`src/hw/rtl/akb_pkg.sv`:
```
// akb_pkg: shared types, register indexes and pixel format helpers for the
// alpha keyed framebuffer blit; no dependencies

package akb_pkg;

  // fixed widths of the item fields and register port
  localparam int unsigned FbAddrW   = 26;
  localparam int unsigned CfgDataW  = 32;
  localparam int unsigned CfgIndexW = 3;
  localparam int unsigned ColorW    = 8;
  localparam int unsigned PixelW    = 32;
  localparam int unsigned ByteCntW  = 3;

  // alpha run threshold
  localparam logic [ColorW-1:0] KeyLevel = 8'h80;

  typedef enum logic [CfgIndexW-1:0] {
    REG_PICTURE_WIDTH  = 3'd0,
    REG_PICTURE_HEIGHT = 3'd1,
    REG_SCREEN_STRIDE  = 3'd2,
    REG_SCREEN_ROWS    = 3'd3,
    REG_PAN_POSITION   = 3'd4,
    REG_DEST_OFFSET    = 3'd5,
    REG_PIXEL_MODE     = 3'd6,
    REG_ALPHA_ENABLE   = 3'd7
  } cfg_reg_e;

  typedef enum logic [1:0] {
    PM_RGB332  = 2'd0,
    PM_RGB555  = 2'd1,
    PM_RGB565  = 2'd2,
    PM_XRGB888 = 2'd3
  } pixel_mode_e;

  // per item decision from the scan counters
  typedef struct packed {
    logic write;
    logic last;
  } scan_flags_t;

  // color conversion into the framebuffer format, right aligned
  function automatic logic [PixelW-1:0] convert_pixel(
    input logic [ColorW-1:0] r,
    input logic [ColorW-1:0] g,
    input logic [ColorW-1:0] b,
    input pixel_mode_e       mode
  );
    logic [PixelW-1:0] px;
    case (mode)
      PM_RGB332:  px = {24'd0, r[7:5], g[7:5], b[7:6]};
      PM_RGB555:  px = {17'd0, r[7:3], g[7:3], b[7:3]};
      PM_RGB565:  px = {16'd0, r[7:3], g[7:2], b[7:3]};
      PM_XRGB888: px = {8'd0, r, g, b};
      default:    px = '0;
    endcase
    return px;
  endfunction

  // log2 of bytes per pixel
  function automatic logic [1:0] byte_shift(input pixel_mode_e mode);
    logic [1:0] sh;
    case (mode)
      PM_RGB332:  sh = 2'd0;
      PM_XRGB888: sh = 2'd2;
      default:    sh = 2'd1;
    endcase
    return sh;
  endfunction

  function automatic logic [ByteCntW-1:0] bytes_of(input logic [1:0] sh);
    logic [ByteCntW-1:0] n;
    case (sh)
      2'd0:    n = 3'd1;
      2'd1:    n = 3'd2;
      default: n = 3'd4;
    endcase
    return n;
  endfunction

endpackage

```
`src/hw/rtl/akb_scan.sv`:
```
// akb_scan: raster column/row counters, window test and alpha run tracking
// depends on akb_pkg

module akb_scan import akb_pkg::*; #(
  parameter int unsigned COORD_WIDTH = 16
) (
  input  logic                   clk_i,
  input  logic                   rst_ni,
  input  logic                   step_i,
  input  logic [ColorW-1:0]      alpha_i,
  input  logic [15:0]            picture_width_i,
  input  logic [15:0]            picture_height_i,
  input  logic [15:0]            screen_stride_i,
  input  logic [15:0]            screen_rows_i,
  input  logic [31:0]            pan_position_i,
  input  logic                   alpha_enable_i,
  output logic [COORD_WIDTH-1:0] wx_o,
  output logic [COORD_WIDTH-1:0] wy_o,
  output scan_flags_t            flags_o
);

  localparam int unsigned SpanW = COORD_WIDTH + 1;

  logic [COORD_WIDTH-1:0] col_q, col_d, row_q, row_d;
  logic                   run_q, run_d;

  logic [COORD_WIDTH-1:0] pw_c, ph_c, st_c, sr_c, xp, yp, dx, dy;
  logic [SpanW-1:0]       pw_s, ph_s, st_s, sr_s, xc, yc;
  logic                   last_col, last, in_win, run_cur, run_new, write;

  // sizes, zero meaning the full coordinate range
  assign pw_c = picture_width_i[COORD_WIDTH-1:0];
  assign ph_c = picture_height_i[COORD_WIDTH-1:0];
  assign st_c = screen_stride_i[COORD_WIDTH-1:0];
  assign sr_c = screen_rows_i[COORD_WIDTH-1:0];
  assign pw_s = {pw_c == '0, pw_c};
  assign ph_s = {ph_c == '0, ph_c};
  assign st_s = {st_c == '0, st_c};
  assign sr_s = {sr_c == '0, sr_c};
  assign xc   = (pw_s < st_s) ? pw_s : st_s;
  assign yc   = (ph_s < sr_s) ? ph_s : sr_s;

  assign xp = pan_position_i[COORD_WIDTH-1:0];
  assign yp = pan_position_i[16 +: COORD_WIDTH];

  // window position of the current pixel
  assign dx = col_q - xp;
  assign dy = row_q - yp;
  assign in_win = (col_q >= xp) && (row_q >= yp) &&
                  ({1'b0, dx} < xc) && ({1'b0, dy} < yc);

  assign last_col = (col_q == pw_c - 1'b1);
  assign last     = last_col && (row_q == ph_c - 1'b1);

  // alpha run: restarts at each window row
  always_comb begin
    run_cur = (dx == '0) ? 1'b0 : run_q;
    if (run_cur) begin
      run_new = (alpha_i >= KeyLevel);
    end else begin
      run_new = (alpha_i > KeyLevel);
    end
    run_d = run_q;
    write = 1'b0;
    if (in_win) begin
      if (alpha_enable_i) begin
        run_d = run_new;
        write = run_new;
      end else begin
        run_d = run_cur;
        write = 1'b1;
      end
    end
  end

  // raster counters
  always_comb begin
    col_d = col_q + 1'b1;
    row_d = row_q;
    if (last_col) begin
      col_d = '0;
      row_d = last ? '0 : row_q + 1'b1;
    end
  end

  always_ff @(posedge clk_i or negedge rst_ni) begin
    if (!rst_ni) begin
      col_q <= '0;
      row_q <= '0;
      run_q <= 1'b0;
    end else if (step_i) begin
      col_q <= col_d;
      row_q <= row_d;
      run_q <= run_d;
    end
  end

  assign wx_o          = dx;
  assign wy_o          = dy;
  assign flags_o.write = write;
  assign flags_o.last  = last;

endmodule

```
`src/hw/rtl/alpha_keyed_framebuffer_blit.sv`:
```
// alpha_keyed_framebuffer_blit: windowed blit of an RGB888 + alpha pixel stream
// into framebuffer writes with format conversion; depends on akb_pkg, akb_scan
// path: a written item passes the input register, stage 1, stage 2 and the output register
// throughput: one item per cycle; the pipeline holds while the output stalls
// stages: input register, scan and convert, row multiply, address add
// reset: counters and run state cleared, registers to their defaults, no items

module alpha_keyed_framebuffer_blit import akb_pkg::*; #(
  parameter int unsigned ADDR_WIDTH  = 26,
  parameter int unsigned COORD_WIDTH = 16
) (
  input  logic                 clk_i,
  input  logic                 rst_ni,
  input  logic                 cfg_we_i,
  input  logic [CfgIndexW-1:0] cfg_index_i,
  input  logic [CfgDataW-1:0]  cfg_data_i,
  input  logic                 in_valid_i,
  output logic                 in_ready_o,
  input  logic [ColorW-1:0]    red_i,
  input  logic [ColorW-1:0]    green_i,
  input  logic [ColorW-1:0]    blue_i,
  input  logic [ColorW-1:0]    alpha_i,
  output logic                 out_valid_o,
  input  logic                 out_ready_i,
  output logic [FbAddrW-1:0]   fb_address_o,
  output logic [PixelW-1:0]    pixel_value_o,
  output logic [ByteCntW-1:0]  byte_count_o,
  output logic                 frame_end_o
);

  localparam int unsigned SpanW = COORD_WIDTH + 1;
  localparam int unsigned ProdW = 2 * COORD_WIDTH + 2;
  localparam int unsigned SumW  = 2 * COORD_WIDTH + 3;
  localparam int unsigned ExtW  = (SumW + 2 > ADDR_WIDTH) ? SumW + 2 : ADDR_WIDTH;

  // configuration registers
  logic [15:0]  pic_w_q, pic_h_q, stride_q, rows_q;
  logic [31:0]  pan_q, dest_q;
  pixel_mode_e  mode_q;
  logic         alpha_en_q;

  always_ff @(posedge clk_i or negedge rst_ni) begin
    if (!rst_ni) begin
      pic_w_q    <= 16'd640;
      pic_h_q    <= 16'd480;
      stride_q   <= 16'd640;
      rows_q     <= 16'd480;
      pan_q      <= '0;
      dest_q     <= '0;
      mode_q     <= PM_RGB565;
      alpha_en_q <= 1'b0;
    end else if (cfg_we_i) begin
      case (cfg_reg_e'(cfg_index_i))
        REG_PICTURE_WIDTH:  pic_w_q    <= cfg_data_i[15:0];
        REG_PICTURE_HEIGHT: pic_h_q    <= cfg_data_i[15:0];
        REG_SCREEN_STRIDE:  stride_q   <= cfg_data_i[15:0];
        REG_SCREEN_ROWS:    rows_q     <= cfg_data_i[15:0];
        REG_PAN_POSITION:   pan_q      <= cfg_data_i;
        REG_DEST_OFFSET:    dest_q     <= cfg_data_i;
        REG_PIXEL_MODE:     mode_q     <= pixel_mode_e'(cfg_data_i[1:0]);
        REG_ALPHA_ENABLE:   alpha_en_q <= cfg_data_i[0];
        default: ;
      endcase
    end
  end

  // pipeline flow control
  logic s0_valid_q, s1_valid_q, s2_valid_q, out_valid_q;
  logic out_adv, s2_free, s1_adv, s1_free, s0_adv, s0_free, in_acc;

  assign out_adv = s2_valid_q && (!out_valid_q || out_ready_i);
  assign s2_free = !s2_valid_q || out_adv;
  assign s1_adv  = s1_valid_q && s2_free;
  assign s1_free = !s1_valid_q || s1_adv;
  assign s0_adv  = s0_valid_q && s1_free;
  assign s0_free = !s0_valid_q || s0_adv;
  assign in_acc  = in_valid_i && s0_free;

  assign in_ready_o = s0_free;

  // input register
  logic [ColorW-1:0] r_q, g_q, b_q, a_q;

  always_ff @(posedge clk_i) begin
    if (in_acc) begin
      r_q <= red_i;
      g_q <= green_i;
      b_q <= blue_i;
      a_q <= alpha_i;
    end
  end

  // scan counters and window decision, advanced as an item leaves the input register
  logic [COORD_WIDTH-1:0] wx, wy;
  scan_flags_t            flags;

  akb_scan #(
    .COORD_WIDTH (COORD_WIDTH)
  ) u_scan (
    .clk_i            (clk_i),
    .rst_ni           (rst_ni),
    .step_i           (s0_adv),
    .alpha_i          (a_q),
    .picture_width_i  (pic_w_q),
    .picture_height_i (pic_h_q),
    .screen_stride_i  (stride_q),
    .screen_rows_i    (rows_q),
    .pan_position_i   (pan_q),
    .alpha_enable_i   (alpha_en_q),
    .wx_o             (wx),
    .wy_o             (wy),
    .flags_o          (flags)
  );

  // stage 1: window coordinates and converted pixel
  logic [COORD_WIDTH-1:0] s1_wx_q, s1_wy_q;
  logic [PixelW-1:0]      s1_px_q;
  logic [1:0]             s1_sh_q;
  logic                   s1_last_q;

  always_ff @(posedge clk_i) begin
    if (s0_adv) begin
      s1_wx_q   <= wx;
      s1_wy_q   <= wy;
      s1_px_q   <= convert_pixel(r_q, g_q, b_q, mode_q);
      s1_sh_q   <= byte_shift(mode_q);
      s1_last_q <= flags.last;
    end
  end

  // stage 2: offset row times stride, offset column
  logic [COORD_WIDTH-1:0] st_c, xo, yo;
  logic [SpanW-1:0]       st_s, ysum, xsum_d;
  logic [ProdW-1:0]       prod_d;

  assign st_c   = stride_q[COORD_WIDTH-1:0];
  assign st_s   = {st_c == '0, st_c};
  assign xo     = dest_q[COORD_WIDTH-1:0];
  assign yo     = dest_q[16 +: COORD_WIDTH];
  assign ysum   = SpanW'(yo) + SpanW'(s1_wy_q);
  assign xsum_d = SpanW'(xo) + SpanW'(s1_wx_q);
  assign prod_d = ProdW'(ysum) * ProdW'(st_s);

  logic [ProdW-1:0]  s2_prod_q;
  logic [SpanW-1:0]  s2_xsum_q;
  logic [PixelW-1:0] s2_px_q;
  logic [1:0]        s2_sh_q;
  logic              s2_last_q;

  always_ff @(posedge clk_i) begin
    if (s1_adv) begin
      s2_prod_q <= prod_d;
      s2_xsum_q <= xsum_d;
      s2_px_q   <= s1_px_q;
      s2_sh_q   <= s1_sh_q;
      s2_last_q <= s1_last_q;
    end
  end

  // stage 3: add column, scale to bytes, wrap the address
  logic [SumW-1:0]       sum;
  logic [ExtW-1:0]       addr_ext;
  logic [ADDR_WIDTH-1:0] addr_wrap;

  assign sum       = SumW'(s2_prod_q) + SumW'(s2_xsum_q);
  assign addr_ext  = ExtW'(sum) << s2_sh_q;
  assign addr_wrap = addr_ext[ADDR_WIDTH-1:0];

  always_ff @(posedge clk_i) begin
    if (out_adv) begin
      fb_address_o  <= FbAddrW'(addr_wrap);
      pixel_value_o <= s2_px_q;
      byte_count_o  <= bytes_of(s2_sh_q);
      frame_end_o   <= s2_last_q;
    end
  end

  // valid bits; items that are not written drop out at stage 1
  always_ff @(posedge clk_i or negedge rst_ni) begin
    if (!rst_ni) begin
      s0_valid_q  <= 1'b0;
      s1_valid_q  <= 1'b0;
      s2_valid_q  <= 1'b0;
      out_valid_q <= 1'b0;
    end else begin
      if (in_acc) begin
        s0_valid_q <= 1'b1;
      end else if (s0_adv) begin
        s0_valid_q <= 1'b0;
      end
      if (s0_adv) begin
        s1_valid_q <= flags.write;
      end else if (s1_adv) begin
        s1_valid_q <= 1'b0;
      end
      if (s1_adv) begin
        s2_valid_q <= 1'b1;
      end else if (out_adv) begin
        s2_valid_q <= 1'b0;
      end
      if (out_adv) begin
        out_valid_q <= 1'b1;
      end else if (out_ready_i) begin
        out_valid_q <= 1'b0;
      end
    end
  end

  assign out_valid_o = out_valid_q;

endmodule
```
`config.mk`:
```
export PLATFORM = sky130hd
export DESIGN_NAME = alpha_keyed_framebuffer_blit
export DESIGN_NICKNAME = d
export VERILOG_FILES = /design/src/hw/rtl/akb_pkg.sv /design/src/hw/rtl/akb_scan.sv /design/src/hw/rtl/alpha_keyed_framebuffer_blit.sv
export SDC_FILE = /design/constraint.sdc
export NUM_CORES = 1
export LEC_CHECK = 0
export ABC_AREA = 1
export BUFFER_PORTS_ARGS = -buffer_cell sky130_fd_sc_hd__buf_4
export CAP_MARGIN = 20
export CELL_PAD_IN_SITES_DETAIL_PLACEMENT = 1
export CELL_PAD_IN_SITES_GLOBAL_PLACEMENT = 1
export CORE_MARGIN = 8
export CORE_UTILIZATION = 50
export CTS_CLUSTER_DIAMETER = 50
export DETAILED_ROUTE_END_ITERATION = 8
export GPL_ROUTABILITY_DRIVEN = 0
export PLACE_DENSITY = 0.83
export SYNTH_ARGS = -nofsm -noshare
export SYNTH_HDL_FRONTEND = slang
export SYNTH_HIERARCHICAL = 1
export SYNTH_SLANG_ARGS = --single-unit
```
`constraint.sdc`:
```
create_clock -name clk_i -period 16.75 [get_ports clk_i]
set_input_delay 0.8375 -clock clk_i [delete_from_list [all_inputs] [get_ports clk_i]]
set_output_delay 0.8375 -clock clk_i [all_outputs]
set_load 0.005 [all_outputs]
```
==> reports/results.tsv, run 1 <==
metric	value	unit
status	completed	
start_util	0.5022	
routed_wl	97760	µm
ys_top_cells_by_count	nand2_1, inv_1, nor2_1	
cts_root_buffer	clkbuf_16	
synth_xor_area_frac	0.03719	
crit_path_end	s2_prod_q[18]$_DFFE_PP_	
postCtsSetupRepairBufs	0	
finalNetCount	4328	
required	17.08	ns
dp_hpwl	75080	µm
reg2regPathDepth	31	
postRouteAntennaNets	0	
finalSetupViolations	0	
r2r-end	s2_prod_q[18]$_DFFE_PP_	
vias	25790	
start_kind	flop	
synth_top_family_by_area	adder cells	
ys.warnings.count	6	
slew_headroom	0.2990	
postCtsHoldBufs	0	
syn-mean-instance-area	8.278	µm²
endpoint_kind	flop	
synthMuxAreaShare	0	
synth-compound-area-share	0.07161	
diodes	0	
die_x	264.3	µm
die_y	264.3	µm
timing.final.crit_share	0.4495	
wl_per_cell	20.98	µm
synth-edff-count	215	
setup_tns	0	ns
synthSimpleGateAreaFrac	0.2202	
drc	0	
syn-instance-count	3723	
io_pins	136	
hp-class	in -> async	
drive_above_1_share	0.09406	
cp-startpoint	dest_q[16]$_DFFE_PN0P_	
crit_path_max_incr_delay	0.57	ns
fmax	0.1328	GHz
drt_pass1_iterations	5	
grt_setup_unrepaired	no	
antenna_found_initial	2	
skew	0.02300	ns
synth_flop_cell	edfxtp_1	
synth.most_common_cell	nand2_1	
grt_pass1_vias	28180	
synth_area	30820	µm²
arrival	7.86	ns
synth_seq_cells	383	
async_flop_share	0.4386	
worstMarginPinSlew	1.048	ns
yosysSeqAreaShare	0.3464	
synth_area_leaders	edfxtp_1, fa_1, dfrtp_1, nand2_1, ha_1	
worstSkewPairLatency	0.61	ns
cpMostUsedCell	inv_1	
grt_max_degree	95	
cts_tree	done	
cts_resized	0	
clock_path_buffers	3	
synthAdderAreaFrac	0.2236	
synth.distinct_cells	66	
cp_max_fo	11	
cp_slowest_cell	fa_1	
cts_inserted_buffers	52	
die_area	69840	µm²
clock_sinks	383	
cts.clk_slew.worst_paths	0.06	ns
reg2reg_from	dest_q[16]$_DFFE_PN0P_	
port_buffers	127	
fp-row-count	91	
synth_top_area_frac	0.2095	
areaGrowthSynthToFinish	11.21	%
final.min_clock_period	7.529	ns
overflow	0	
grt.total_usage	0.2772	
drv_slew	0	
maxCapViolCount	0	
via_per_inst	5.534	
hold_violations	0	
htree_num_levels	2	
synth_top_cell_by_area	edfxtp_1	
r2r_slack	9.22	ns
core_area	61370	µm²
critical_path_class	reg -> reg	
drt-initial-drc-count	1591	
grt_pass1_wl	154200	µm
## stage by stage
step	cells	cell area (µm²)	setup WS [ns]	util	hold slack, ns
floorplan	3730	30850	9.956	-	0.4003
global placement	4561	32450	9.492	0.5288	0.4005
detailed placement	4562	32470	9.240	0.5291	0.4052
finish	4660	34280	9.221	0.5585	0.3556
CTS	4659	34250	9.234	0.5581	0.3739
global route	4660	34280	8.714	0.5585	0.3943
## metal layers
metal | share of wire | GRT usage
met1 | 0.41 | 0.3424
met2 | 0.50 | 0.4901
met5 | 0 | 0
met4 | 0.037 | 0.1047
met3 | 0.048 | 0.03812
## layout by cell type, fill, tap and decap left out, types with 7 or more instances in the layout
| master | instances |
|---|---|
| inv_2 | 23 |
| xnor2_1 | 30 |
| a31oi_1 | 7 |
| nor2_2 | 9 |
| clkinv_2 | 8 |
| nor2_1 | 243 |
| inv_6 | 7 |
| nor3_1 | 36 |
| o21ai_1 | 7 |
| nand3_1 | 175 |
| nand4_1 | 54 |
| o21ai_0 | 226 |
| dfstp_2 | 13 |
| nor4_1 | 18 |
| dfrtp_1 | 155 |
| fa_1 | 203 |
| nand3b_1 | 19 |
| a21o_1 | 7 |
| buf_4 | 139 |
| clkbuf_16 | 52 |
| inv_1 | 682 |
| nand3_2 | 13 |
| or2_2 | 17 |
| xor2_1 | 99 |
| o211ai_1 | 12 |
| ha_1 | 226 |
| conb_1 | 8 |
| edfxtp_1 | 215 |
| a21oi_1 | 120 |
| nand2_1 | 921 |
| nand2_2 | 27 |
## final cells by class
| type | instances | area, µm² |
|---|---|---|
| fill | 7403 | 27090 |
| clock buffer | 58 | 1364 |
| timing repair buffer | 142 | 1102 |
| sequential | 383 | 10680 |
| multi-input combinational | 2540 | 17080 |
| tap | 790 | 988.4 |
| inverter | 708 | 2659 |
| clock inverter | 39 | 411.6 |
## registers in the layout, indices dropped and copies added (netlist names), 2 cells and up
name,flops
a_q,8
b_q,8
byte_count_o,3
dest_q,32
fb_address_o,26
g_q,8
mode_q,2
pan_q,32
pic_h_q,16
pic_w_q,16
pixel_value_o,24
r_q,8
rows_q,16
s1_px_q,24
s1_sh_q,2
s1_wx_q,16
s1_wy_q,16
s2_prod_q,26
s2_px_q,24
s2_sh_q,2
s2_xsum_q,17
st_c,16
u_scan/col_q,16
u_scan/row_q,16
## critical path: cells and delay by family, from the launching register on
| kind | cells | cell delay, ns |
|---|---|---|
| fa+ha+maj | 9 | 3.76 |
| buf+inv | 6 | 0.89 |
| xor+xnor | 1 | 0.16 |
| compound gates | 7 | 1.03 |
| simple gates | 8 | 1.05 |
| flops | 1 | 0.36 |
## worst min path at each step
stage,startpoint,end,slack (ns),depth (start not counted)
after floorplan,s2_last_q$_DFFE_PP_,frame_end_o$_DFFE_PP_,0.40,0
after global placement,s2_px_q[8]$_DFFE_PP_,pixel_value_o[8]$_DFFE_PP_,0.40,0
after detailed placement,s1_px_q[17]$_SDFFCE_PP0P_,s2_px_q[17]$_DFFE_PP_,0.41,0
after CTS,rst_ni,u_scan/col_q[6]$_DFFE_PN0P_,0.37,1
after global routing,green_i[3],g_q[3]$_DFFE_PP_,0.39,1
final,rst_ni,u_scan/col_q[3]$_DFFE_PN0P_,0.36,1
## cell families after synthesis
group,Yosys count
and+or+nand+nor,1565
buffers and inverters,807
adders and majority gates,429
AOI/OAI and AO/OA,408
DFF,383
xor gates and xnor gates,130
other,1
Power of run 1 is not shown: default switching activity piles up to over one toggle a cycle in this logic, so the estimate is an artifact.
==> run 2: changes to the inputs <==
Settings changed: ABC_AREA 1 to 0, CORE_UTILIZATION 50 to 46, PLACE_DENSITY 0.83 to 0.77.
Clock period 16.75 ns to 6.8 ns, I/O delays scaled along.
==> run 2 against run 1 <==
Against the previous run: the run now ends with setup timing left; via count down 12%; flip-flop and latch count unchanged; cell count fell by 14%; highest routed layer unchanged.
==> reports/results.tsv, run 2 <==
metric	value	unit	change
status	finished, violations left		
violations	setup timing		
grt_max_degree	91		-4.2%
grt_pass1_wl	143100	µm	-7.2%
reg.largest.list	dest_q x32, pan_q x32		
postRouteAntennaNets	0		unchanged
final_common_cell	inv_1		
slew_headroom	0.1531		-0.1459
maxCapViolCount	0		unchanged
cts.clk_slew.worst_paths	0.05	ns	about the same
drt_pass1_iterations	7		+2
core_area	64000	µm²	+4.3%
diodes	0		unchanged
drive_above_1_share	0.2256		+0.1315
syn-mean-instance-area	10.53	µm²	+27%
fp-row-count	93		+2.2%
synth.distinct_cells	93		+41%
grt_setup_unrepaired	yes		
final_cells	4025		-14%
htree_num_levels	2		unchanged
crit_family	adder cells		
hold_violations	0		unchanged
skew	0.02314	ns	+0.0001434 ns
synth_flop_cell	edfxtp_1		
drc	0		unchanged
final.min_clock_period	7.641	ns	+0.1114 ns
async_flop_share	0.4386		unchanged
synth_top_area_frac	0.2183		+0.008781
grt.total_usage	0.2449		-0.03230
critical_path_class	reg -> reg		
io_pins	136		unchanged
syn-instance-count	2809		-25%
path_buf_inv	6		unchanged
worstSkewPairLatency	0.61	ns	about the same
clock_sinks	383		unchanged
worstMarginPinSlew	1.254	ns	+0.2059 ns
arrival	7.98	ns	+0.12 ns
die_area	72680	µm²	+4.1%
timing.final.crit_share	1.124		+0.6741
final_cell_area	35590	µm²	+3.8%
cp_slowest_cell	fa_1		
synth_area	29580	µm²	-4.0%
hp-class	in -> reg		
cp_max_fo	7		-4
crit_path_max_incr_delay	0.54	ns	-0.03 ns
overflow	0		unchanged
synth_area_leaders	edfxtp_1, fa_1, dfrtp_1, ha_1, mux2_2		
cts_tree	done		
port_buffers	127		unchanged
cts_inserted_buffers	49		-5.8%
cts_root_buffer	clkbuf_16		
wl_per_cell	23.03	µm	+9.8%
required	7.14	ns	-9.94 ns
die_y	269.6	µm	+2.0%
via_per_inst	5.647		+2.0%
synth_top_cell_by_area	edfxtp_1		
start_util	0.4622		-0.04000
ys_top_cells_by_count	inv_1, nand2_1, ha_1		
endpoint_kind	flop		
setup_tns	-4.077	ns	-4.077 ns
synth_seq_cells	383		unchanged
final_cell_mix	inv_1, buf_4, nand2_1, edfxtp_1, ha_1		
cpMostUsedCell	fa_1		
start_kind	flop		
ys.warnings.count	6		unchanged
drv_slew	0		unchanged
fmax	0.1309	GHz	-1.5%
dp_slack	-0.7514	ns	-9.991 ns
routed_wl	92680	µm	-5.2%
synth.most_common_cell	inv_1		
finalSetupViolations	10		+10
drt-initial-drc-count	1347		-15%
place_area	32570	µm²	+0.30%
grt_pass1_vias	25640		-9.0%
synth-edff-count	215		unchanged
nFillCells	6962		-6.0%
dp_cells	3851		-16%
dp_hpwl	65210	µm	-13%
antenna_found_initial	0		-2
clock_path_buffers	3		unchanged
vias	22730		-12%
fin_ws	-0.8405	ns	-10.06 ns
finalNetCount	3630		-16%
areaGrowthSynthToFinish	20.30	%	
die_x	269.6	µm	+2.0%
yosysSeqAreaShare	0.3609		+0.01452
[run 2: cell count changes after synthesis, sizes merged, moves of 114 or more]
cell,before,now
and2,6,120
nand2,954,232
o21ai,235,82
inv,706,405
nor2,258,121
mux2,0,141
nand3,189,38
[run 2: metal layers]
metal	wire, µm	GRT usage
met1	36490	0.2853
met2	48450	0.4548
met3	4363	0.03240
met4	3382	0.09079
met5	0	0
[run 2: area by class of cell]
cell class	instances	area, µm²	area share
multi-input cells	1922	17610	0.4950
clock inverters	33	421.7	0.01185
flip-flops and latches	383	10680	0.3000
inverters	406	1524	0.04283
repair buffers	367	2977	0.08365
clock buffers	59	1304	0.03664
well taps	855	1070	0.03006
[run 2: logic make-up (layout without fill, tap and decap cells)]
group / Yosys count / after routing / synth area share
and+or+nand+nor: 755 / 755 / 0.1318
buffers and inverters: 511 / 865 / 0.06641
adders and majority gates: 429 / 429 / 0.2330
AOI/OAI and AO/OA: 385 / 385 / 0.08735
DFF: 383 / 383 / 0.3609
muxes: 196 / 196 / 0.07482
xor gates and xnor gates: 149 / 149 / 0.04555
other: 1 / 8 / 0.0001268
[run 2: timing repair]
action / 4_1_cts / 5_1_grt
pin swaps: 61 / 39
cloned: 0 / 0
endpoints found under the setup margin: 13 / 14
buffers inserted: 20 / 16
endpoints found under the hold margin: 135 / 0
hold buffers: 45 / 0
resized for setup: 69 / 65
[run 2: per-stage QoR]
step | hold WS, ns | utilization
after global placement | 0.4004 | 0.5087
after global routing | 0.01819 | 0.5560
after CTS | 0.006815 | 0.5501
final | 0.02213 | 0.5560
after floorplan | 0.04441 | -
after detailed placement | 0.4056 | 0.5089
[run 2: final timing paths]
| path | startpoint | end | slack (ns) | depth (start not counted) |
|---|---|---|---|---|
| setup reg to reg | dest_q[18]$_DFFE_PN0P_ | s2_prod_q[25]$_DFFE_PP_ | -0.84 | 29 |
| setup / recovery | dest_q[18]$_DFFE_PN0P_ | s2_prod_q[25]$_DFFE_PP_ | -0.84 | 29 |
| max in group asynchronous | rst_ni | dest_q[25]$_DFFE_PN0P_ | 5.22 | 4 |
| min in group asynchronous | rst_ni | u_scan/col_q[0]$_DFFE_PN0P_ | 0.39 | 2 |
| hold / removal | cfg_data_i[20] | pan_q[20]$_DFFE_PN0P_ | 0.02 | 2 |
| hold reg to reg | s1_px_q[4]$_DFFE_PP_ | s2_px_q[4]$_DFFE_PP_ | 0.42 | 0 |
Power of run 2 is left out for the same reason.
==> run 3: changes to the inputs <==
Settings changed: CORE_MARGIN 8 to not set, CTS_CLUSTER_SIZE set to 24.
==> run 3 against run 2 <==
Against the previous run: the run still ends with setup timing left; flip-flop and latch count stayed put; wire length barely moved; sequential share of layout area barely moved; setup slack worse by 0.087 ns; critical path depth up 1; clock-buffer cell count shrank 11; non-clock buffer count grew 2; critical endpoint unchanged; highest routed layer unchanged.
==> reports/results.tsv, run 3 (synthesis gave the netlist of run 2 again) <==
metric	value	unit	change
status	finished, violations left		
violations	setup timing		
finalSetupViolations	11		+1
overflow	0		unchanged
worstSkewPairLatency	0.61	ns	about the same
grt_pass1_wl	140700	µm	-1.6%
final_cell_mix	inv_1, buf_4, nand2_1, edfxtp_1, ha_1		
cts_tree	done		
vias	22780		+0.20%
routed_wl	92650	µm	about the same
final_common_cell	inv_1		
grt_max_degree	100		+9.9%
cts_root_buffer	clkbuf_16		
critical_path_class	reg -> reg		
dp_hpwl	65080	µm	-0.20%
start_kind	flop		
skew	0.03543	ns	+0.01229 ns
fp-row-count	92		-1.1%
crit_path_end	s2_prod_q[25]$_DFFE_PP_		
grt_setup_unrepaired	yes		
final_cell_area	35590	µm²	about the same
postRouteAntennaNets	0		unchanged
reg2reg_from	s1_wy_q[2]$_DFFE_PP_		
clock_sinks	383		unchanged
die_x	255.6	µm	-5.2%
maxCapViolCount	0		unchanged
port_buffers	127		unchanged
die_area	65320	µm²	-10%
fin_util	0.5622		+0.006143
r2r_slack	-0.93	ns	-0.09 ns
htree_num_levels	2		unchanged
place_area	32520	µm²	-0.16%
areaGrowthSynthToFinish	20.32	%	about the same
reg2regPathDepth	30		+3.4%
reg.largest.list	dest_q x32, pan_q x32		
slew_headroom	0.1878		+0.03468
hold_violations	0		unchanged
hp-class	in -> reg		
wl_per_cell	23.11	µm	+0.34%
dp_cells	3838		-0.34%
die_y	255.6	µm	-5.2%
clock_path_buffers	3		unchanged
worstMarginPinSlew	1.203	ns	-0.05137 ns
drv_slew	0		unchanged
drive_above_1_share	0.2288		+0.003272
final.min_clock_period	7.727	ns	+0.08683 ns
cts.clk_slew.worst_paths	0.07	ns	+0.02 ns
diodes	0		unchanged
cp_slowest_cell	fa_1		
grt.total_usage	0.2736		+0.02867
final_cells	4010		-0.37%
fmax	0.1294	GHz	-1.1%
cp-startpoint	s1_wy_q[2]$_DFFE_PP_		
cp_max_fo	4		-3
finalNetCount	3628		-0.055%
drt_pass1_iterations	9		+2
via_per_inst	5.680		+0.57%
drt-initial-drc-count	1640		+22%
grt_pass1_vias	25160		-1.9%
antenna_found_initial	2		+2
crit_path_max_incr_delay	0.57	ns	+0.03 ns
cts_inserted_buffers	45		-8.2%
cpMostUsedCell	fa_1		
fin_ws	-0.9274	ns	-0.08683 ns
timing.final.crit_share	1.136		+0.01277
arrival	8.04	ns	+0.06 ns
core_area	63310	µm²	-1.1%
start_util	0.4672		+0.005024
drc	0		unchanged
hold_start	cfg_data_i[19]		
required	7.11	ns	-0.03 ns
r2r-end	s2_prod_q[25]$_DFFE_PP_		
endpoint_kind	flop		
io_pins	136		unchanged
-- run 3: changes by cell type in the layout (fill, tap and decap cells not counted), moves of 4 or more --
cell	before	now
buf_6	17	28
buf_4	302	292
clkinv_8	2	11
inv_6	3	9
inv_8	2	8
bufinv_16	6	1
clkbuf_1	6	1
clkbuf_16	49	45
clkinv_1	5	1
clkinv_2	6	2
clkinv_4	4	0
clkinvlp_4	4	0
inv_12	0	4
-- run 3: area by class of cell --
type                            instances  area, µm²
Tap cell                              846       1059
Clock inverter                         36      473.0
Clock buffer                           48       1157
Inverter                              406       1524
Sequential cell                       383      10680
Multi-Input combinational cell       1922      17680
Timing Repair Buffer                  369       3018
Fill cell                            6777      27720
-- run 3: stage by stage --
stage               hold slack, ns  worst slack, ns  TNS (ns)
global placement            0.4017          -0.5138    -2.239
global route               0.01052           -1.210    -9.661
finish                     0.02014          -0.9274    -6.548
floorplan                  0.04441          -0.2311   -0.2311
CTS                       0.002122          -0.7700    -3.710
detailed placement          0.4052          -0.8109    -4.301
-- run 3: critical path: cells and delay by family (launching register included) --
family	cells	cell delay, ns
AO/OA/AOI/OAI	10	2.10
buffers and inverters	6	0.45
flip-flops	1	0.43
adder cells (fa/ha/maj)	8	3.53
XOR/XNOR	3	0.59
AND/OR/NAND/NOR	3	0.34
-- run 3: timing repair --
| item | 4_1_cts | 5_1_grt |
|---|---|---|
| hold endpoints to repair | 145 | 0 |
| gates cloned | 1 | 0 |
| buffers inserted | 22 | 25 |
| setup endpoints to repair | 12 | 14 |
| hold buffers | 47 | 0 |
| pin swaps | 46 | 97 |
| gates resized for setup | 68 | 90 |
-- run 3: how the worst min path moves through the flow --
stage                                             to  slack (ns)  cells past startpoint
after CTS                     dest_q[19]$_DFFE_PN0P_       0.002                      2
after detailed placement  pixel_value_o[4]$_DFFE_PP_        0.41                      0
after global routing           pan_q[20]$_DFFE_PN0P_        0.01                      2
after floorplan               alpha_en_q$_DFFE_PN0P_        0.04                      0
after global placement    pixel_value_o[4]$_DFFE_PP_        0.40                      0
final                         dest_q[19]$_DFFE_PN0P_        0.02                      2
-- run 3: routing by layer --
layer | GRT usage | part of all wire
met5 | 0 | 0
met1 | 0.3284 | 0.40
met3 | 0.03001 | 0.042
met2 | 0.5029 | 0.52
met4 | 0.09963 | 0.041
Power of run 3 is left out for the same reason.
